File: config.mk
export PLATFORM = sky130hd
export DESIGN_NAME = mpec_queue
export DESIGN_NICKNAME = d
export VERILOG_FILES = /design/src/rtl/core/mpec_queue.sv
export SDC_FILE = /design/constraint.sdc
export NUM_CORES = 1
export LEC_CHECK = 0
export BUFFER_PORTS_ARGS = -buffer_cell sky130_fd_sc_hd__buf_4
export CAP_MARGIN = 20
export CORE_MARGIN = 5
export CORE_UTILIZATION = 44
export DETAILED_ROUTE_END_ITERATION = 12
export GPL_TIMING_DRIVEN = 0
export PLACE_DENSITY_LB_ADDON = 0.25
export SETUP_SLACK_MARGIN = 0.05
export SLEW_MARGIN = 5
export SYNTH_ARGS = -nofsm -noshare
export SYNTH_HDL_FRONTEND = slang
export SYNTH_SLANG_ARGS = --single-unit
File: constraint.sdc
create_clock -name clock -period 1.3 [get_ports clock]
set_input_delay 0.13 -clock clock [delete_from_list [all_inputs] [get_ports clock]]
set_output_delay 0.13 -clock clock [all_outputs]
set_load 0.005 [all_outputs]
File: src/rtl/core/mpec_queue.sv
// Small FIFO that decouples the front end from the iteration engine.
module mpec_queue #(
   parameter int DATA_W = 8,
   parameter int DEPTH  = 2,
   localparam int PTR_W = (DEPTH > 1) ? $clog2(DEPTH) : 1,
   localparam int CNT_W = $clog2(DEPTH + 1)
) (
   input  logic              clock,
   input  logic              reset,
   input  logic              push,
   output logic              full,
   input  logic [DATA_W-1:0] push_data,
   output logic              valid,
   input  logic              pop,
   output logic [DATA_W-1:0] pop_data
);

   logic [DATA_W-1:0] slot_ff [DEPTH];
   logic [PTR_W-1:0]  wr_ptr_ff, wr_ptr_in;
   logic [PTR_W-1:0]  rd_ptr_ff, rd_ptr_in;
   logic [CNT_W-1:0]  fill_ff, fill_in;
   logic              do_push;
   logic              do_pop;

   assign full     = (fill_ff == CNT_W'(DEPTH));
   assign valid    = (fill_ff != '0);
   assign do_push  = push && !full;
   assign do_pop   = pop && valid;
   assign pop_data = slot_ff[rd_ptr_ff];

   always_comb begin
      wr_ptr_in = wr_ptr_ff;
      rd_ptr_in = rd_ptr_ff;
      fill_in   = fill_ff;
      if (do_push) begin
         wr_ptr_in = (wr_ptr_ff == PTR_W'(DEPTH - 1)) ? '0 : wr_ptr_ff + 1'b1;
      end
      if (do_pop) begin
         rd_ptr_in = (rd_ptr_ff == PTR_W'(DEPTH - 1)) ? '0 : rd_ptr_ff + 1'b1;
      end
      if (do_push && !do_pop) begin
         fill_in = fill_ff + 1'b1;
      end else if (do_pop && !do_push) begin
         fill_in = fill_ff - 1'b1;
      end
   end

   always_ff @(posedge clock) begin
      if (reset) begin
         wr_ptr_ff <= '0;
         rd_ptr_ff <= '0;
         fill_ff   <= '0;
      end else begin
         wr_ptr_ff <= wr_ptr_in;
         rd_ptr_ff <= rd_ptr_in;
         fill_ff   <= fill_in;
      end
   end

   always_ff @(posedge clock) begin
      if (do_push) begin
         slot_ff[wr_ptr_ff] <= push_data;
      end
   end

endmodule

==> impl_metrics.py <==
metrics = {
    "placed_design": {
        "io_buffers": 21,
        "place.gp.congestion": 0.648,
        "dp_slack_ns": -0.143,
        "dpl.hpwl_um": 895,
    },
    "setup_path": {
        "arrival_ns": 1.62,
        "critPathLaunchType": "flip-flop",
        "r2r_end": "fill_ff[1]",
        "r2r-start": "fill_ff[0]",
        "required_ns": 1.53,
        "crit_type": "flip-flop to flip-flop",
        "r2r_cells": 4,
        "worst-path-max-fanout": 5,
        "reg2reg_setup_slack_ns": -0.09,
        "cp-end-kind": "flip-flop",
    },
    "layout": {
        "diodes": 0,
        "syn_to_final_growth_pct": 47.0,
        "regArea_sq_um": 587,
        "nFillCells": 135,
        "multi_input_area_sq_um": 265,
        "nets": 94,
        "drive_above_1_share_pct": 58.8,
    },
    "power_and_ir_drop": {
        "swShare_pct": 27.3,
        "leakage_uw": 0.000477,
        "p_seq_share_pct": 43.6,
        "pwr-share-comb_pct": 42.7,
        "peakVddDrop_mv": 1.35,
        "power_uw": 2160,
        "clockPowerShare_pct": 13.7,
        "switchingPower_uw": 590,
        "cellPowerDensity_nw_per_um2": 1840,
        "power.internal_uw": 1570,
    },
    "cts": {
        "cts_sinks": 21,
        "numCtsBuffers": 3,
        "clkTransAtPathRegs_ns": 0.11,
        "cts_buffer_depth": 2,
        "htree_levels": 1,
        "cts_tree": "built",
        "insertion_delay_ns": 0.29,
        "cts_root_buf": "clkbuf_4",
    },
    "detailed_routing": {
        "vias_per_cell": 4.60,
        "drt_wl_total_um": 1360,
        "wl_per_cell_um": 13.0,
        "drt-initial-drc-count": 6,
        "num_vias": 483,
        "drc_errors": 0,
        "first_pass_iters": 4,
        "antenna_left": 0,
    },
    "synth": {
        "synth.largest_area_cell": "edfxtp_1",
        "synthFlopType": "edfxtp_1",
        "yosysMostFrequentCell": "edfxtp_1",
        "netlist_instances": 50,
        "ys_types": 14,
        "ys_ff_latch": 21,
        "ys_top_cells_by_count": "16 x edfxtp_1, 8 x mux2_2, 5 x dfxtp_1, 4 x nor2_1",
        "ys_async_sr_fraction_pct": 0,
        "syn_avg_cell_area_sq_um": 15.9,
        "ys_seq_area_share_pct": 73.0,
        "syn_nets": 63,
        "syn_area_sq_um": 796,
        "synth_top_area_share_pct": 60.4,
        "synth_edf_count": 16,
        "yosys_warnings": 0,
        "netlist_top_cells_area": "edfxtp_1 60%, dfxtp_1 13%, mux2_2 11%",
    },
    "global_route": {
        "grt_overflow": 0,
        "antenna_found_initial": 0,
        "grt_max_degree": 13,
        "grt_pass1_vias": 517,
        "track_usage_pct": 11.0,
        "grt_pass1_wl_um": 2100,
    },
    "sta": {
        "rsz0062_at_grt": "true",
        "setup_viol": 9,
        "timing.fmax_mhz": 719,
        "maxSlewHeadroom_pct": 84.2,
        "post-route-period-util_pct": 107,
        "finalHoldViolCount": 0,
        "fin_ws_ns": -0.0910,
        "tightest_slew_ns": 0.237,
        "final.setup_skew_ns": 0.00379,
        "fin_crit_ns": 1.39,
        "tns_ns": -0.377,
        "drv_slew": 0,
    },
    "hold_path": {
        "hold_depth": 2,
        "holdCritPathClass": "input pin to flip-flop",
        "holdCritStartpoint": "reset",
        "worstHoldEndpoint": "fill_ff[0]",
    },
    "die": {
        "start_util_pct": 46.1,
        "die_area_sq_um": 2760,
        "pin_count": 22,
        "die_w_um": 52.5,
        "dieHeight_um": 52.5,
        "core_region_area_sq_um": 1730,
        "row_count": 15,
    },
    "flow_run": {
        "maxCapViolCount": 0,
    },
    "status": {
        "status": "complete, but fails checks",
        "violations": "negative setup slack",
    },
}
## worst max path at each step
stage,endpoint,cells past startpoint,from
2_1_floorplan,fill_ff[1],5,fill_ff[1]
3_3_place_gp,fill_ff[1],5,fill_ff[1]
6_report,fill_ff[1],4,fill_ff[0]
4_1_cts,fill_ff[1],6,fill_ff[1]
5_1_grt,fill_ff[1],6,fill_ff[1]
3_5_place_dp,fill_ff[1],5,fill_ff[1]
## layout by cell type, fill, tap and decap left out, drive strengths merged
master	synthesis	final
ha	1	1
nor2	4	4
clkinv	0	1
nor2b	1	1
dlygate4sd3	0	2
mux2	8	8
or3	2	2
a21oi	2	2
and2	1	1
dfxtp	5	5
clkbuf	0	3
o21ai	3	3
buf	1	25
inv	2	2
xor2	3	3
or2	1	1
edfxtp	16	16
## per-stage QoR
step | hold WS (ns) | util (%) | cells | cell area, sq um
finish | 0.0126 | 67.8 | 105 | 1170
global route | 0.000649 | 67.8 | 105 | 1170
CTS | 0.00608 | 65.4 | 103 | 1130
detailed placement | 0.320 | 57.5 | 96 | 992
global placement | 0.315 | 57.5 | 96 | 992
floorplan | 0.192 | - | 50 | 803
## registers in the layout (all words and copies together) (netlist names), named ones only
register and cells:
slot_ff 16, wr_ptr_ff 1, rd_ptr_ff 1, fill_ff 2
## worst max-delay path, cell delays in order (launching register included)
cell     delay, ns
dfxtp_4       0.39
o21ai_2       0.24
ha_4          0.25
or3_1         0.34
a21oi_1       0.11
## power groups by stage
stage	Sequential, uW	Clock [uW]	Combinational (uW)
finish	940	295	922
global route	955	331	1000
CTS	938	303	873
detailed placement	938	0	626
global placement	933	0	611
floorplan	924	0	371
## final cells by class
cell class	instances	share of cell area [%]
Sequential cell	21	50.2
Multi-Input combinational cell	26	22.7
Timing Repair Buffer	26	20.0
Tap cell	25	2.67
Clock buffer	3	1.93
Buffer	1	1.28
Inverter	2	0.856
Clock inverter	1	0.428
## repair_timing
action,in CTS,in global routing
hold buffers,0,2
hold endpoints to repair,0,4
endpoints found under the setup margin,25,19
pin swaps,2,1
resized for setup,26,3
setup buffers,3,1
## layer usage
metal | GRT usage (%) | vias up | wire [um]
met5 | 0 | - | 0
met4 | 6.38 | 0 | 13
met3 | 3.13 | 2 | 71
met2 | 19.8 | 13 | 707
met1 | 11.0 | 229 | 569
li1 | - | 239 | -
## cells by family (layout without fill, tap and decap cells)
kind of cell	after synthesis	count (layout)	share of synthesized area [%]
compound gates	5	5	3.14
xor+xnor	3	3	3.30
fa+ha+maj	1	1	1.57
buf+inv	3	33	1.57
flops	21	21	73.0
mux	8	8	11.3
simple gates	9	9	6.13
Power figures use the tool's default switching activity.
