--- config.mk ---
export PLATFORM = sky130hd
export DESIGN_NAME = mpec_front
export DESIGN_NICKNAME = d
export VERILOG_FILES = /design/src/rtl/core/mpec_pkg.sv /design/src/rtl/core/mpec_front.sv
export SDC_FILE = /design/constraint.sdc
export NUM_CORES = 1
export LEC_CHECK = 0
export BUFFER_PORTS_ARGS = -buffer_cell sky130_fd_sc_hd__buf_4
export CAP_MARGIN = 20
export CELL_PAD_IN_SITES_DETAIL_PLACEMENT = 1
export CELL_PAD_IN_SITES_GLOBAL_PLACEMENT = 1
export CORE_ASPECT_RATIO = 1.75
export CORE_MARGIN = 2
export CORE_UTILIZATION = 10
export DETAILED_ROUTE_END_ITERATION = 8
export GPL_ROUTABILITY_DRIVEN = 0
export PLACE_DENSITY = 0.88
export SLEW_MARGIN = 20
export SYNTH_ARGS = -nofsm -noshare
export SYNTH_HDL_FRONTEND = slang
export SYNTH_SLANG_ARGS = --single-unit
--- constraint.sdc ---
create_clock -name vclk -period 0.8
set_input_delay 0.04 -clock vclk [all_inputs]
set_output_delay 0.04 -clock vclk [all_outputs]
set_load 0.02 [all_outputs]
--- src/rtl/core/mpec_pkg.sv ---
// Shared types, constants and colour-table functions for the escape-time pixel block.
package mpec_pkg;

   // Defaults for the top-level parameters
   localparam int MAX_ITER_DEFAULT  = 1024;
   localparam int FRAC_BITS_DEFAULT = 28;

   // Input point format: Q4.28
   localparam int IN_FRAC_BITS = 28;

   // Configuration port
   localparam int CSR_INDEX_W = 1;
   localparam int CSR_DATA_W  = 10;
   localparam logic [CSR_INDEX_W-1:0] CSR_MAX_ITERATIONS = 1'd0;
   localparam logic [CSR_INDEX_W-1:0] CSR_ESCAPE_LIMIT   = 1'd1;

   localparam int MAX_ITER_REG_W = 10;
   localparam int LIMIT_W        = 3;
   localparam logic [MAX_ITER_REG_W-1:0] MAX_ITER_RESET = 10'd255;
   localparam logic [LIMIT_W-1:0]        LIMIT_RESET    = 3'd4;

   // Job queue between front and iteration engine
   localparam int JOB_QUEUE_DEPTH = 2;

   // Result fields
   localparam int COUNT_W = 11;
   localparam logic [7:0] ALPHA_OPAQUE = 8'hFF;

   // Black when count*BLACK_DEN > m*BLACK_NUM
   localparam int BLACK_NUM = 84;
   localparam int BLACK_DEN = 100;

   // Colour phases in radians
   localparam logic [63:0] PHASE_RED   = 64'd0;
   localparam logic [63:0] PHASE_GREEN = 64'd120;
   localparam logic [63:0] PHASE_BLUE  = 64'd240;

   // Fixed-point constants for the colour table
   localparam logic [63:0] Q52_TWO_PI  = 64'h006487ED5110B461;
   localparam logic [63:0] Q52_PI      = 64'h003243F6A8885A31;
   localparam logic [63:0] Q52_HALF_PI = 64'h001921FB54442D18;
   localparam longint      Q60_ONE     = 64'sh1000_0000_0000_0000;

   // (2k-1)*2k for the cosine series, k = 1..10
   localparam longint HORNER_DIV [1:10] = '{2, 12, 30, 56, 90, 132, 182, 240, 306, 380};

   typedef struct packed {
      logic signed [31:0] c_real;
      logic signed [31:0] c_imag;
   } req_type;

   typedef struct packed {
      logic [7:0]         red;
      logic [7:0]         green;
      logic [7:0]         blue;
      logic [7:0]         alpha;
      logic [COUNT_W-1:0] escape_count;
      logic               is_black;
   } rsp_type;

   typedef struct packed {
      logic [7:0] red;
      logic [7:0] green;
      logic [7:0] blue;
   } rgb_type;

   // Bitwise integer square root
   function automatic logic [63:0] isqrt64(input logic [63:0] x);
      logic [63:0] r;
      logic [63:0] rem;
      logic [63:0] bitv;
      int          i;
      r   = '0;
      rem = x;
      for (i = 0; i < 32; i++) begin
         bitv = 64'd1 << (62 - 2 * i);
         if (rem >= r + bitv) begin
            rem = rem - (r + bitv);
            r   = (r >> 1) + bitv;
         end else begin
            r = r >> 1;
         end
      end
      return r;
   endfunction

   // Signed Q.60 product, floored
   function automatic longint mul60(input longint a, input longint b);
      logic signed [127:0] pa;
      logic signed [127:0] pb;
      logic signed [127:0] pr;
      pa = 128'(a);
      pb = 128'(b);
      pr = pa * pb;
      pr = pr >>> 60;
      return longint'(pr[63:0]);
   endfunction

   // floor(255 * cos^2(sqrt(n) + p)), fixed point throughout
   function automatic logic [7:0] shade(input logic [63:0] n, input logic [63:0] p);
      logic [63:0]  s;
      logic [63:0]  phi;
      logic [63:0]  a;
      logic         neg;
      longint       x;
      longint       x2;
      longint       c;
      longint       h;
      logic [127:0] prod;
      int           k;
      s   = isqrt64(n << 52);
      phi = (s << 27) + (p << 53);
      phi = phi % Q52_TWO_PI;
      a   = (phi > Q52_PI) ? Q52_TWO_PI - phi : phi;
      neg = 1'b0;
      if (a > Q52_HALF_PI) begin
         a   = Q52_PI - a;
         neg = 1'b1;
      end
      x  = longint'(a) * 256;
      x2 = mul60(x, x);
      c  = Q60_ONE;
      for (k = 10; k >= 1; k--) begin
         c = Q60_ONE - mul60(x2, c) / HORNER_DIV[k];
      end
      if (neg) begin
         c = -c;
      end
      h = Q60_ONE + c;
      if (h < 0) begin
         h = 0;
      end
      if (h > 2 * Q60_ONE) begin
         h = 2 * Q60_ONE;
      end
      h    = h >>> 1;
      prod = {64'd0, h} * 128'd255;
      return (prod[127:60] > 68'd255) ? 8'd255 : prod[67:60];
   endfunction

   function automatic rgb_type shade_rgb(input logic [63:0] n);
      rgb_type rgb;
      rgb.red   = shade(n, PHASE_RED);
      rgb.green = shade(n, PHASE_GREEN);
      rgb.blue  = shade(n, PHASE_BLUE);
      return rgb;
   endfunction

endpackage

--- src/rtl/core/mpec_front.sv ---
// Front end: takes a point, rescales c and fixes the iteration bound for the job.
module mpec_front #(
   parameter int MAX_ITER  = mpec_pkg::MAX_ITER_DEFAULT,
   parameter int FRAC_BITS = mpec_pkg::FRAC_BITS_DEFAULT,
   localparam int CW    = FRAC_BITS + 4,
   localparam int CNT_W = $clog2(MAX_ITER + 1),
   localparam int JOB_W = 2 * CW + CNT_W + mpec_pkg::LIMIT_W
) (
   input  logic                                  req_push,
   output logic                                  req_full,
   input  mpec_pkg::req_type                     req_data,
   input  logic [mpec_pkg::MAX_ITER_REG_W-1:0]   max_iterations,
   input  logic [mpec_pkg::LIMIT_W-1:0]          escape_limit,
   output logic                                  job_push,
   input  logic                                  job_full,
   output logic [JOB_W-1:0]                      job_data
);

   localparam int MW = (CNT_W > mpec_pkg::MAX_ITER_REG_W) ? CNT_W : mpec_pkg::MAX_ITER_REG_W;

   logic signed [CW-1:0] cr;
   logic signed [CW-1:0] ci;
   logic [MW-1:0]        iter_cfg;
   logic [MW-1:0]        iter_cap;
   logic [CNT_W-1:0]     last_iter;

   // Q4.28 to FRAC_BITS fraction bits: exact widen, or floor narrow
   if (FRAC_BITS >= mpec_pkg::IN_FRAC_BITS) begin : g_widen
      assign cr = CW'(req_data.c_real) <<< (FRAC_BITS - mpec_pkg::IN_FRAC_BITS);
      assign ci = CW'(req_data.c_imag) <<< (FRAC_BITS - mpec_pkg::IN_FRAC_BITS);
   end else begin : g_narrow
      assign cr = CW'(req_data.c_real >>> (mpec_pkg::IN_FRAC_BITS - FRAC_BITS));
      assign ci = CW'(req_data.c_imag >>> (mpec_pkg::IN_FRAC_BITS - FRAC_BITS));
   end

   // last iteration index = min(max_iterations, MAX_ITER-1)
   assign iter_cfg  = MW'(max_iterations);
   assign iter_cap  = MW'(MAX_ITER - 1);
   assign last_iter = CNT_W'((iter_cfg < iter_cap) ? iter_cfg : iter_cap);

   assign req_full = job_full;
   assign job_push = req_push && !job_full;
   assign job_data = {cr, ci, last_iter, escape_limit};

endmodule

==> impl_summary.md <==
Worst setup path
The cell with the most instances on the worst path is sky130_fd_sc_hd__buf_4. The kind of end point of the critical path is an output port. On the worst path, the slowest cell contributes a delay of 0.15 ns.

STA puts the critical path data arrival time at roughly 0.40 ns. The slowest stage of the critical path is the sky130_fd_sc_hd__buf_4 cell. The element type at the critical path start is an input pin. Walking the worst path, the cells encountered are buf_4 -> nor2b_4 -> buf_4.

The critical path in this run is classified as in2out. Along the worst path, the maximum fanout reaches 1. Data on the critical path is required at its endpoint by ~0.76 ns.

Floorplanning
The die is roughly 100 um tall. The die outline width is roughly 61 um. The area of the core is about 5500 sq um. The initial core utilization is 10.34%. The floorplan has 36 rows. The number of top-level pins is about 160. The die covers between 6000 and 7000 sq um.

Layout
The sequential cell count of the final layout is 0. In the final layout, flip-flops and latches occupy 0 sq um. For this run, the post-layout net count is between 80 and 90.

Cells fill 2.575% of the core in the end. The footprint of the multi-input gates is 17.52 sq um. The layout cell share with drive strength beyond 1 is a little over four fifths.

The post-layout instance count excluding filler cells is 82. The area added between synthesis and finish is -75.11%. The layout clock buffer count is 0. The final antenna diode count is 0. The number of inserted filler cells in the final layout is 656.

Status
The flow ran to the end, and the final reports show no timing, DRC or antenna violations.

Logic synthesis
Synthesis handed over a netlist of a little over 80 instances. The area share of the largest cell type after synthesis is ~90%. The most common cell in the synthesized netlist is sky130_fd_sc_hd__buf_4. After synthesis, the largest family of logic cells by area is buffers and inverters. The synthesized-area fraction occupied by adder cells is 0%. The synthesized area per cell is 7.075 sq um. By count the netlist is led by sky130_fd_sc_hd__buf_4, sky130_fd_sc_hd__clkbuf_1, sky130_fd_sc_hd__conb_1, sky130_fd_sc_hd__nor2b_4. The dominant cell type by area after synthesis is sky130_fd_sc_hd__buf_4. After synthesis, the cell types taking the most area are sky130_fd_sc_hd__buf_4, sky130_fd_sc_hd__clkbuf_1, sky130_fd_sc_hd__nor2b_4, sky130_fd_sc_hd__conb_1. The multiplexer area fraction after synthesis is 0%.

The proportion of synthesized chip area in sequential cells is 0%. The synthesized netlist occupies a cell area of 573.1 sq um. The synthesized netlist devotes 0% of its cell area to XOR and XNOR gates.

The number of different library cells used by synthesis comes to 4. The synthesized netlist devotes 0% of its cell area to compound gates. The post-synthesis simple-gate area fraction is about 2.4%. The count of yosys warnings during synthesis is 0. The number of nets in the synthesized netlist is 160.

Detailed routing
In this run, the number of DRC markers left after iteration 0 of detailed routing was 15. In the routed layout, each cell is associated on average with a via count of about 1.8. For this block, the via count after detailed routing is between 150 and 200. The total DRC errors in the routed layout is 0. The post-detailed-route count of antenna-violating nets is 0. The first detailed-routing pass took 2 iterations. The detailed-route wire length per cell is roughly 23 um. The final wirelength is 1852 um.

STA
Setup repair after global routing left no endpoint under its margin. The number of setup violations in the final report is 0. The final max-slew violation count is 0. The hold violation count in the final report came to 0.

The worst path needs between 0.4 and 0.5 ns of the cycle, external delays included. In the post-route analysis, the smallest setup slack over all paths is about 0.36 ns. The peak clock frequency supported by timing is 2263 MHz. The setup TNS is 0 ns. Dividing the final minimum period by the clock period gives between 50% and 60%.

CTS
The number of setup buffers added after CTS is 0. For this design, the CTS-stage hold fixing added 0 buffers. Once the clock tree was built, the resizer swapped 0 gates to a different size.

Global routing
Entering global routing, the biggest net connects 3 pins. Global routing finished with a remaining overflow of 0. The number of antenna violations at the first check in global routing is 0. The first global-routing pass estimated 1925 um of wire. The total global routing track utilization is under 10%. The via count of the first global-routing pass came to between 200 and 250.

Pwr
The leakage component of the power is between 0.00003 and 0.00004 uW. The switching power share of the total is roughly half. The worst IR drop on VDD is approximately 0.024 mV. The internal power of the cells totals 16.54 uW. Dividing total power by cell area gives a power density of between 200 and 250 nW/um^2. The net switching power figure is 17.11 uW. The clock power share is 0%.

Sequential cells account for 0% of the total power. In this run, the combinational gates consume between 90% and 100% of the power.

Run
Max-cap violations in this run came to 0.

Place
The number of instances in the placed design is 82. Buffers placed on the I/O ports in this run total 4. The worst slack at placement is roughly 0.36 ns.

Worst hold path
The worst min-delay path category is in2out.
==> cells by family (layout without fill, tap and decap cells) <==
group         after synthesis  after routing
buf+inv                    79              4
other cells                 1              1
simple gates                1              1
==> worst paths after layout <==
| path | start | to | slack [ns] | cells past startpoint |
|---|---|---|---|---|
| setup / recovery | req_push | job_push | 0.36 | 3 |
| hold / removal | escape_limit[0] | job_data[0] | 0.08 | 0 |
==> worst max-delay path, delay by kind of cell <==
kind,cells,cell delay [ns]
and+or+nand+nor,1,0.11
buffers and inverters,2,0.26
==> routing by layer <==
metal | routed length (um) | up-vias | global-route usage (%)
met5 | 0 | - | 0
met4 | 778 | 0 | 19.41
met3 | 629 | 90 | 3.856
met2 | 409 | 38 | 3.267
met1 | 34 | 11 | 0.3008
li1 | - | 12 | -
==> placed cells by master, fill, tap and decap left out <==
master | Yosys | layout
sky130_fd_sc_hd__nor2b_4 | 1 | 1
sky130_fd_sc_hd__buf_4 | 69 | 4
sky130_fd_sc_hd__conb_1 | 1 | 1
==> through the flow <==
step	instance area (sq um)	hold slack [ns]	power, uW
after global routing	142.6	0.08003	35.40
after detailed placement	142.6	0.08014	34.31
final	142.6	0.08001	33.65
after CTS	142.6	0.08014	34.39
after global placement	142.6	0.08014	33.79
after floorplan	573.1	0.1115	563.8
==> power groups by stage <==
stage	sequential (uW)	clock (uW)	combinational (uW)
detailed placement	0	0	34.3
global placement	0	0	33.8
floorplan	0	0	564
finish	0	0	33.7
CTS	0	0	34.4
global route	0	0	35.4
==> cell type report <==
type,count,area share (%)
multi-input combinational,2,12.28
timing repair buffer,4,21.05
tap,76,66.67
No activity file was read; power rests on OpenSTA's default activity.
